<file path="config.mk">
export PLATFORM = sky130hd
export DESIGN_NAME = two_class_pool_allocator_flat
export DESIGN_NICKNAME = d
export VERILOG_FILES = /design/src/rtl/tcpa_pkg.sv /design/src/rtl/tcpa_req_if.sv /design/src/rtl/tcpa_rsp_if.sv /design/src/rtl/two_class_pool_allocator.sv /design/src/flat_wrapper.sv
export SDC_FILE = /design/constraint.sdc
export NUM_CORES = 1
export LEC_CHECK = 0
export ABC_AREA = 1
export BUFFER_PORTS_ARGS = -buffer_cell sky130_fd_sc_hd__buf_2
export CAP_MARGIN = 5
export CORE_ASPECT_RATIO = 0.8
export CORE_MARGIN = 2
export CORE_UTILIZATION = 53
export DETAILED_ROUTE_END_ITERATION = 8
export GPL_ROUTABILITY_DRIVEN = 0
export MAX_ROUTING_LAYER = met4
export PLACE_DENSITY = 0.74
export SLEW_MARGIN = 20
export SYNTH_ARGS = -nofsm -noshare
export SYNTH_HDL_FRONTEND = slang
export SYNTH_SLANG_ARGS = --single-unit
</file>
<file path="constraint.sdc">
create_clock -name clk -period 2.4 [get_ports clk]
set_clock_uncertainty 0.2 [all_clocks]
set_input_delay 0.48 -clock clk [delete_from_list [all_inputs] [get_ports clk]]
set_output_delay 0.48 -clock clk [all_outputs]
set_load 0.02 [all_outputs]
</file>
<file path="src/rtl/tcpa_pkg.sv">
// Constants, codes and address helpers for the two-class pool allocator.
// No dependencies; used by the interfaces and the top level.
`default_nettype none

package tcpa_pkg;

	localparam int unsigned ADDR_W = 10;
	localparam int unsigned CMD_W = 2;
	localparam int unsigned ST_W = 2;

	localparam int unsigned SMALL_SLOTS = 8;
	localparam int unsigned BIG_SLOTS = 4;
	localparam int unsigned SMALL_CHUNK_BYTES = 24;
	localparam int unsigned BIG_CHUNK_BYTES = 192;
	localparam int unsigned HEADER_BYTES = 8;

	localparam int unsigned SMALL_BASE = 0;
	localparam int unsigned SMALL_SPAN = SMALL_SLOTS * SMALL_CHUNK_BYTES;
	localparam int unsigned SMALL_END = SMALL_BASE + SMALL_SPAN;
	localparam int unsigned BIG_BASE = SMALL_END;
	localparam int unsigned BIG_SPAN = BIG_SLOTS * BIG_CHUNK_BYTES;
	localparam int unsigned BIG_END = BIG_BASE + BIG_SPAN;

	localparam int unsigned SMALL_IDX_W = (SMALL_SLOTS > 1) ? $clog2(SMALL_SLOTS) : 1;
	localparam int unsigned BIG_IDX_W = (BIG_SLOTS > 1) ? $clog2(BIG_SLOTS) : 1;

	typedef logic [ADDR_W-1:0] addr_t;
	typedef logic [CMD_W-1:0] cmd_t;
	typedef logic [ST_W-1:0] status_t;
	typedef logic [SMALL_IDX_W-1:0] small_idx_t;
	typedef logic [BIG_IDX_W-1:0] big_idx_t;

	localparam cmd_t CMD_ALLOC_SMALL = 2'd0;
	localparam cmd_t CMD_ALLOC_BIG = 2'd1;
	localparam cmd_t CMD_FREE = 2'd2;

	localparam status_t ST_DONE = 2'd0;
	localparam status_t ST_EMPTY = 2'd1;
	localparam status_t ST_IGNORED = 2'd2;

	// payload address of a slot, wrapped to the address width
	function automatic addr_t small_grant(input small_idx_t slot);
		logic [31:0] a;
		a = SMALL_BASE + 32'(slot) * SMALL_CHUNK_BYTES + HEADER_BYTES;
		return a[ADDR_W-1:0];
	endfunction

	function automatic addr_t big_grant(input big_idx_t slot);
		logic [31:0] a;
		a = BIG_BASE + 32'(slot) * BIG_CHUNK_BYTES + HEADER_BYTES;
		return a[ADDR_W-1:0];
	endfunction

endpackage

`default_nettype wire

</file>
<file path="src/rtl/tcpa_req_if.sv">
// Request channel: command and address to free, valid/ready handshake.
// Depends on tcpa_pkg.
`default_nettype none

interface tcpa_req_if;
	logic valid;
	logic ready;
	tcpa_pkg::cmd_t cmd;
	tcpa_pkg::addr_t free_address;

	modport source (output valid, output cmd, output free_address, input ready);
	modport sink (input valid, input cmd, input free_address, output ready);
endinterface

`default_nettype wire

</file>
<file path="src/rtl/tcpa_rsp_if.sv">
// Response channel: granted address and status, valid/ready handshake.
// Depends on tcpa_pkg.
`default_nettype none

interface tcpa_rsp_if;
	logic valid;
	logic ready;
	tcpa_pkg::addr_t chunk_address;
	tcpa_pkg::status_t status;

	modport source (output valid, output chunk_address, output status, input ready);
	modport sink (input valid, input chunk_address, input status, output ready);
endinterface

`default_nettype wire

</file>
<file path="src/rtl/two_class_pool_allocator.sv">
// Two-class fixed-size pool allocator with LIFO free lists held in flops.
// Depends on tcpa_pkg, tcpa_req_if and tcpa_rsp_if.
//
//   channel  dir  word
//   req      in   cmd, free_address
//   rsp      out  chunk_address, status
//
// One word per cycle sustained while rsp.ready stays high; a request passes
// the input register, then the result register, before its response is valid.
// The list pop or push is done between the input and result registers,
// so the next word already sees the updated lists.
// Reset rebuilds both lists at once; no sweep after reset.
// A stalled response holds the result register, and the input register
// fills behind it before req.ready drops.
`default_nettype none

module two_class_pool_allocator (
	input wire logic clk,
	input wire logic arst_n,
	tcpa_req_if.sink req,
	tcpa_rsp_if.source rsp
);

	logic valid_s1;
	tcpa_pkg::cmd_t cmd_s1;
	tcpa_pkg::addr_t addr_s1;
	logic advance;

	logic small_hv_q;
	tcpa_pkg::small_idx_t small_head_q;
	logic [tcpa_pkg::SMALL_SLOTS-1:0] small_lv_q;
	tcpa_pkg::small_idx_t small_links_q [tcpa_pkg::SMALL_SLOTS];

	logic big_hv_q;
	tcpa_pkg::big_idx_t big_head_q;
	logic [tcpa_pkg::BIG_SLOTS-1:0] big_lv_q;
	tcpa_pkg::big_idx_t big_links_q [tcpa_pkg::BIG_SLOTS];

	logic rsp_valid_q;
	tcpa_pkg::addr_t chunk_q;
	tcpa_pkg::status_t status_q;

	logic pop_small, pop_big, push_small, push_big;
	tcpa_pkg::small_idx_t small_slot;
	tcpa_pkg::big_idx_t big_slot;
	tcpa_pkg::addr_t chunk_d;
	tcpa_pkg::status_t status_d;
	tcpa_pkg::addr_t c;
	logic [31:0] c_ext;
	logic small_hit, big_hit;

	assign advance = valid_s1 && (!rsp_valid_q || rsp.ready);
	assign req.ready = !valid_s1 || advance;

	always_ff @(posedge clk or negedge arst_n) begin
		if (!arst_n) begin
			valid_s1 <= 1'b0;
		end else if (req.ready) begin
			valid_s1 <= req.valid;
		end
	end

	always_ff @(posedge clk) begin
		if (req.ready && req.valid) begin
			cmd_s1 <= req.cmd;
			addr_s1 <= req.free_address;
		end
	end

	// slot decode: one compare per slot start replaces the divide and modulo
	always_comb begin
		c = addr_s1 - tcpa_pkg::ADDR_W'(tcpa_pkg::HEADER_BYTES);
		c_ext = 32'(c);
		small_hit = 1'b0;
		small_slot = '0;
		for (int i = 0; i < int'(tcpa_pkg::SMALL_SLOTS); i++) begin
			if (c_ext == 32'(tcpa_pkg::SMALL_BASE + i * tcpa_pkg::SMALL_CHUNK_BYTES)) begin
				small_hit = 1'b1;
				small_slot = tcpa_pkg::SMALL_IDX_W'(i);
			end
		end
		big_hit = 1'b0;
		big_slot = '0;
		for (int j = 0; j < int'(tcpa_pkg::BIG_SLOTS); j++) begin
			if (c_ext == 32'(tcpa_pkg::BIG_BASE + j * tcpa_pkg::BIG_CHUNK_BYTES)) begin
				big_hit = 1'b1;
				big_slot = tcpa_pkg::BIG_IDX_W'(j);
			end
		end
	end

	always_comb begin
		pop_small = 1'b0;
		pop_big = 1'b0;
		push_small = 1'b0;
		push_big = 1'b0;
		chunk_d = '0;
		status_d = tcpa_pkg::ST_DONE;
		unique case (cmd_s1)
			tcpa_pkg::CMD_ALLOC_SMALL: begin
				if (small_hv_q) begin
					pop_small = 1'b1;
					chunk_d = tcpa_pkg::small_grant(small_head_q);
				end else begin
					status_d = tcpa_pkg::ST_EMPTY;
				end
			end
			tcpa_pkg::CMD_ALLOC_BIG: begin
				if (big_hv_q) begin
					pop_big = 1'b1;
					chunk_d = tcpa_pkg::big_grant(big_head_q);
				end else begin
					status_d = tcpa_pkg::ST_EMPTY;
				end
			end
			tcpa_pkg::CMD_FREE: begin
				status_d = tcpa_pkg::ST_IGNORED;
				if (32'(addr_s1) >= tcpa_pkg::HEADER_BYTES) begin
					// ranges are disjoint, so the hits already imply the range
					if (small_hit) begin
						push_small = 1'b1;
						status_d = tcpa_pkg::ST_DONE;
					end else if (big_hit) begin
						push_big = 1'b1;
						status_d = tcpa_pkg::ST_DONE;
					end
				end
			end
			default: begin
				status_d = tcpa_pkg::ST_IGNORED;
			end
		endcase
	end

	always_ff @(posedge clk or negedge arst_n) begin
		if (!arst_n) begin
			small_hv_q <= 1'b1;
			small_head_q <= tcpa_pkg::SMALL_IDX_W'(tcpa_pkg::SMALL_SLOTS - 1);
			for (int i = 0; i < int'(tcpa_pkg::SMALL_SLOTS); i++) begin
				small_lv_q[i] <= (i != 0);
				small_links_q[i] <= (i != 0) ? tcpa_pkg::SMALL_IDX_W'(i - 1) : '0;
			end
			big_hv_q <= 1'b1;
			big_head_q <= tcpa_pkg::BIG_IDX_W'(tcpa_pkg::BIG_SLOTS - 1);
			for (int j = 0; j < int'(tcpa_pkg::BIG_SLOTS); j++) begin
				big_lv_q[j] <= (j != 0);
				big_links_q[j] <= (j != 0) ? tcpa_pkg::BIG_IDX_W'(j - 1) : '0;
			end
		end else if (advance) begin
			if (pop_small) begin
				small_hv_q <= small_lv_q[small_head_q];
				small_head_q <= small_links_q[small_head_q];
			end
			if (push_small) begin
				small_lv_q[small_slot] <= small_hv_q;
				small_links_q[small_slot] <= small_head_q;
				small_hv_q <= 1'b1;
				small_head_q <= small_slot;
			end
			if (pop_big) begin
				big_hv_q <= big_lv_q[big_head_q];
				big_head_q <= big_links_q[big_head_q];
			end
			if (push_big) begin
				big_lv_q[big_slot] <= big_hv_q;
				big_links_q[big_slot] <= big_head_q;
				big_hv_q <= 1'b1;
				big_head_q <= big_slot;
			end
		end
	end

	always_ff @(posedge clk or negedge arst_n) begin
		if (!arst_n) begin
			rsp_valid_q <= 1'b0;
		end else if (advance) begin
			rsp_valid_q <= 1'b1;
		end else if (rsp.ready) begin
			rsp_valid_q <= 1'b0;
		end
	end

	always_ff @(posedge clk) begin
		if (advance) begin
			chunk_q <= chunk_d;
			status_q <= status_d;
		end
	end

	assign rsp.valid = rsp_valid_q;
	assign rsp.chunk_address = chunk_q;
	assign rsp.status = status_q;

	a_no_addr_on_fail: assert property (@(posedge clk) disable iff (!arst_n)
		rsp.valid && rsp.status != tcpa_pkg::ST_DONE |-> rsp.chunk_address == '0)
		else $error("nonzero address on a failed request");

	a_s1_holds: assert property (@(posedge clk) disable iff (!arst_n)
		valid_s1 && !advance |=> valid_s1 && $stable(cmd_s1) && $stable(addr_s1))
		else $error("input register lost a stalled word");

	a_small_empty_by_pop: assert property (@(posedge clk) disable iff (!arst_n)
		$fell(small_hv_q) |-> $past(advance && pop_small))
		else $error("small list emptied without an allocation");

	a_big_empty_by_pop: assert property (@(posedge clk) disable iff (!arst_n)
		$fell(big_hv_q) |-> $past(advance && pop_big))
		else $error("big list emptied without an allocation");

endmodule

`default_nettype wire

</file>
<file path="src/flat_wrapper.sv">
// flat-port wrapper written by rule: the top's interface ports become plain ports
module two_class_pool_allocator_flat 
  (clk, arst_n, req_valid, req_cmd, req_free_address, req_ready, rsp_valid, rsp_chunk_address, rsp_status, rsp_ready);
  tcpa_req_if req_i ();
  tcpa_rsp_if rsp_i ();
  input wire logic clk;
  input wire logic arst_n;
  input wire logic [$bits(req_i.valid)-1:0] req_valid;
  input wire logic [$bits(req_i.cmd)-1:0] req_cmd;
  input wire logic [$bits(req_i.free_address)-1:0] req_free_address;
  output wire logic [$bits(req_i.ready)-1:0] req_ready;
  output wire logic [$bits(rsp_i.valid)-1:0] rsp_valid;
  output wire logic [$bits(rsp_i.chunk_address)-1:0] rsp_chunk_address;
  output wire logic [$bits(rsp_i.status)-1:0] rsp_status;
  input wire logic [$bits(rsp_i.ready)-1:0] rsp_ready;
  assign req_i.valid = req_valid;
  assign req_i.cmd = req_cmd;
  assign req_i.free_address = req_free_address;
  assign req_ready = req_i.ready;
  assign rsp_valid = rsp_i.valid;
  assign rsp_chunk_address = rsp_i.chunk_address;
  assign rsp_status = rsp_i.status;
  assign rsp_i.ready = rsp_ready;
  two_class_pool_allocator u_core (.clk(clk), .arst_n(arst_n), .req(req_i), .rsp(rsp_i));
endmodule
</file>
==> impl_metrics.toml <==
[synthesis]
syn-cell-area_um2 = 4210
yosysSeqAreaShare_pct = 47.3
synth_flop_cell = "dfstp_2"
yosysTopAreaCellShare_pct = 17.5
synth_edf_count = 21
ys_async_sr_fraction_pct = 71.6
synth.area.top_cells = "dfstp_2, nand2_1, edfxtp_1, dfrtp_1, nand3_1"
synth_seq_cells = 74
postSynthCellCount = 542
synth_warnings = 0
synth_cell_type_count = 39
yosysMostFrequentCell = "nand2_1"
syn_avg_cell_area_um2 = 7.77
synth_common_cells = "nand2_1, nand3_1, nor2_1"
yosysTopAreaCell = "dfstp_2"

[place]
port_buffers = 26
post-dp-hpwl_um = 7240
dp_slack_ns = -0.180
place_area_um2 = 4710

[global_route]
grt_use_total_pct = 25.2
grt_max_degree = 54
antenna_found_initial = 0
grt.overflow.total = 0
grt_pass1_wl_um = 17100
grt_pass1_vias = 3599

[status]
run_status = "finished, violations left"
violations = "setup timing"

[critical_path]
required_ns = 2.44
ff2ff_setup_slack_ns = -0.14
reg2regPathDepth = 13
r2r-end = "u_core.small_links_q[6]"
startpoint_type = "register"
max_stage_delay_ns = 0.52
worstPathCellList = "nor2_4, nand3_1, nand2_1, nand2_2, nor2_4, buf_6, o211ai_1, nand2_2, nor2_2, nor2_4, nand4_1, nand2_1, nand2_1"
arrival_ns = 2.58
cpMaxStageDelayCell = "edfxtp_1"
worstSetupEndpointType = "register"
r2r_start = "u_core.addr_s1[5]"
critical_path_class = "reg2reg"
worstPathMaxFanout = 7

[timing]
layout_setup_ws_ns = -0.139
worst_slew_pin_slew_ns = 0.679
rsz0062_at_grt = "true"
period_share_pct = 106
period_minus_slack_ns = 2.54
max_freq_mhz = 394
setup_viol = 27
hold_viol_final = 0
slew_viol_final = 0
relSlewSlack_pct = 54.7

[routing]
ant_nets = 0
drcViolationCount = 0
via_per_inst = 5.56
wl_per_cell_um = 15.6
first_iter_violations = 393
drt_first_pass_iters = 6
wl_um = 11500
via_count = 4078

[power_and_ir_drop]
ir_drop_uv = 401
total_leakage_power_uw = 0.00260
powerDensity_nw_per_um2 = 581

[layout]
area_growth_syn_to_layout_pct = 27.8
nets = 645
diodes = 0
fin_area_um2 = 5380
drive_above_1_share_pct = 33.9

[clocking]
h-tree-depth = 3
cts_sinks = 74
clk_pin_slew_ns = 0.09
cts_root_buf = "clkbuf_8"
cts_buffers = 9
insertion_delay_ns = 0.36
clockBufferDepth = 2
ctsHoldBuffers = 0
cts_tree = "built"

[floorplanning]
ioPinCount = 30
die_area_um2 = 8670
rows = 29
die_y_um = 83.7
core_um2 = 7800
die_x_um = 104
start_util_pct = 54.0

[flow_run]
max_cap_viol_count = 0

[worst_hold_path]
min_path_type = "in2async"
-- sequential cells by signal, summed over array words and instances (netlist names) --
signal                    cells
u_core.addr_s1               10
u_core.big_head_q             2
u_core.big_hv_q               1
u_core.big_links_q            8
u_core.big_lv_q               4
u_core.cmd_s1                 2
u_core.rsp.chunk_address      7
u_core.rsp.status             2
u_core.rsp.valid              1
u_core.small_head_q           3
u_core.small_hv_q             1
u_core.small_links_q         24
u_core.small_lv_q             8
u_core.valid_s1               1
-- critical path, delay by kind of cell (launching register included) --
kind / cells / cell delay [ns]
AND/OR/NAND/NOR: 11 / 1.43
flip-flops: 1 / 0.52
buffers and inverters: 1 / 0.14
AO/OA/AOI/OAI: 1 / 0.14
-- power by group --
group          switching [µW]  leakage (µW)  internal (µW)
Clock                     510     0.0000980            445
Sequential               77.2      0.000839           1400
Combinational             467       0.00166            225
-- layer usage --
metal	up-vias	GRT usage, %	wire length [µm]
li1	1925	-	-
met1	1924	34.5	4990
met2	187	37.9	5260
met3	42	6.64	916
met4	0	6.14	317
met5	-	-	0
-- repair_timing --
item	in CTS	in global routing
hold endpoints to repair	0	0
setup buffers	2	12
gates cloned	0	1
pin swaps	3	41
endpoints found under the setup margin	47	51
gates resized for setup	6	88
-- cell type report --
class / instances / area, µm²
multi-input cells: 396 / 2240
repair buffers: 84 / 599
inverters: 56 / 218
fillers: 581 / 2420
well taps: 108 / 135
clock inverters: 6 / 47.5
clock buffers: 10 / 149
flip-flops and latches: 74 / 1990
-- per-stage QoR --
stage          std cells  total power (µW)  hold slack, ns  setup TNS [ns]  util [%]
3_5_place_dp         703              2070           0.252           -4.80      60.4
2_1_floorplan        544              1850         -0.0156               0         -
4_1_cts              721              3020          0.0607               0      63.4
6_report             734              3120          0.0198           -1.31      68.9
5_1_grt              734              3260          0.0751           -8.61      68.9
3_3_place_gp         703              2060           0.251          -0.615      60.4
-- placed cells by master, fill, tap and decap left out, drive strengths merged, types with 6 or more instances in the layout --
| cell | netlist | layout |
|---|---|---|
| nand2 | 176 | 176 |
| a21oi | 11 | 11 |
| inv | 54 | 55 |
| o22ai | 6 | 6 |
| nand4 | 17 | 17 |
| clkbuf | 7 | 10 |
| edfxtp | 21 | 21 |
| dfstp | 28 | 28 |
| dfrtp | 25 | 25 |
| nor2 | 64 | 64 |
| buf | 11 | 84 |
| clkinv | 2 | 6 |
| ha | 7 | 7 |
| o21ai | 33 | 33 |
| nand3 | 58 | 58 |
-- cells by family after synthesis --
group           after synthesis  synth area share, %
fa+ha+maj                     8                 2.56
mux                           3                0.713
xor+xnor                      2                0.416
flops                        74                 47.3
other cells                   1               0.0891
buf+inv                      74                 7.19
compound gates               59                 8.12
simple gates                321                 33.6
-- how the worst max path moves through the flow --
stage | startpoint | to | depth (start not counted)
finish | u_core.addr_s1[5] | u_core.small_links_q[6] | 13
global route | u_core.addr_s1[0] | u_core.small_links_q[6] | 14
detailed placement | u_core.addr_s1[3] | u_core.small_links_q[23] | 14
global placement | u_core.addr_s1[3] | u_core.small_links_q[18] | 14
floorplan | u_core.addr_s1[3] | u_core.small_links_q[12] | 14
CTS | u_core.addr_s1[3] | u_core.small_links_q[6] | 13
Power figures use the tool's default switching activity.
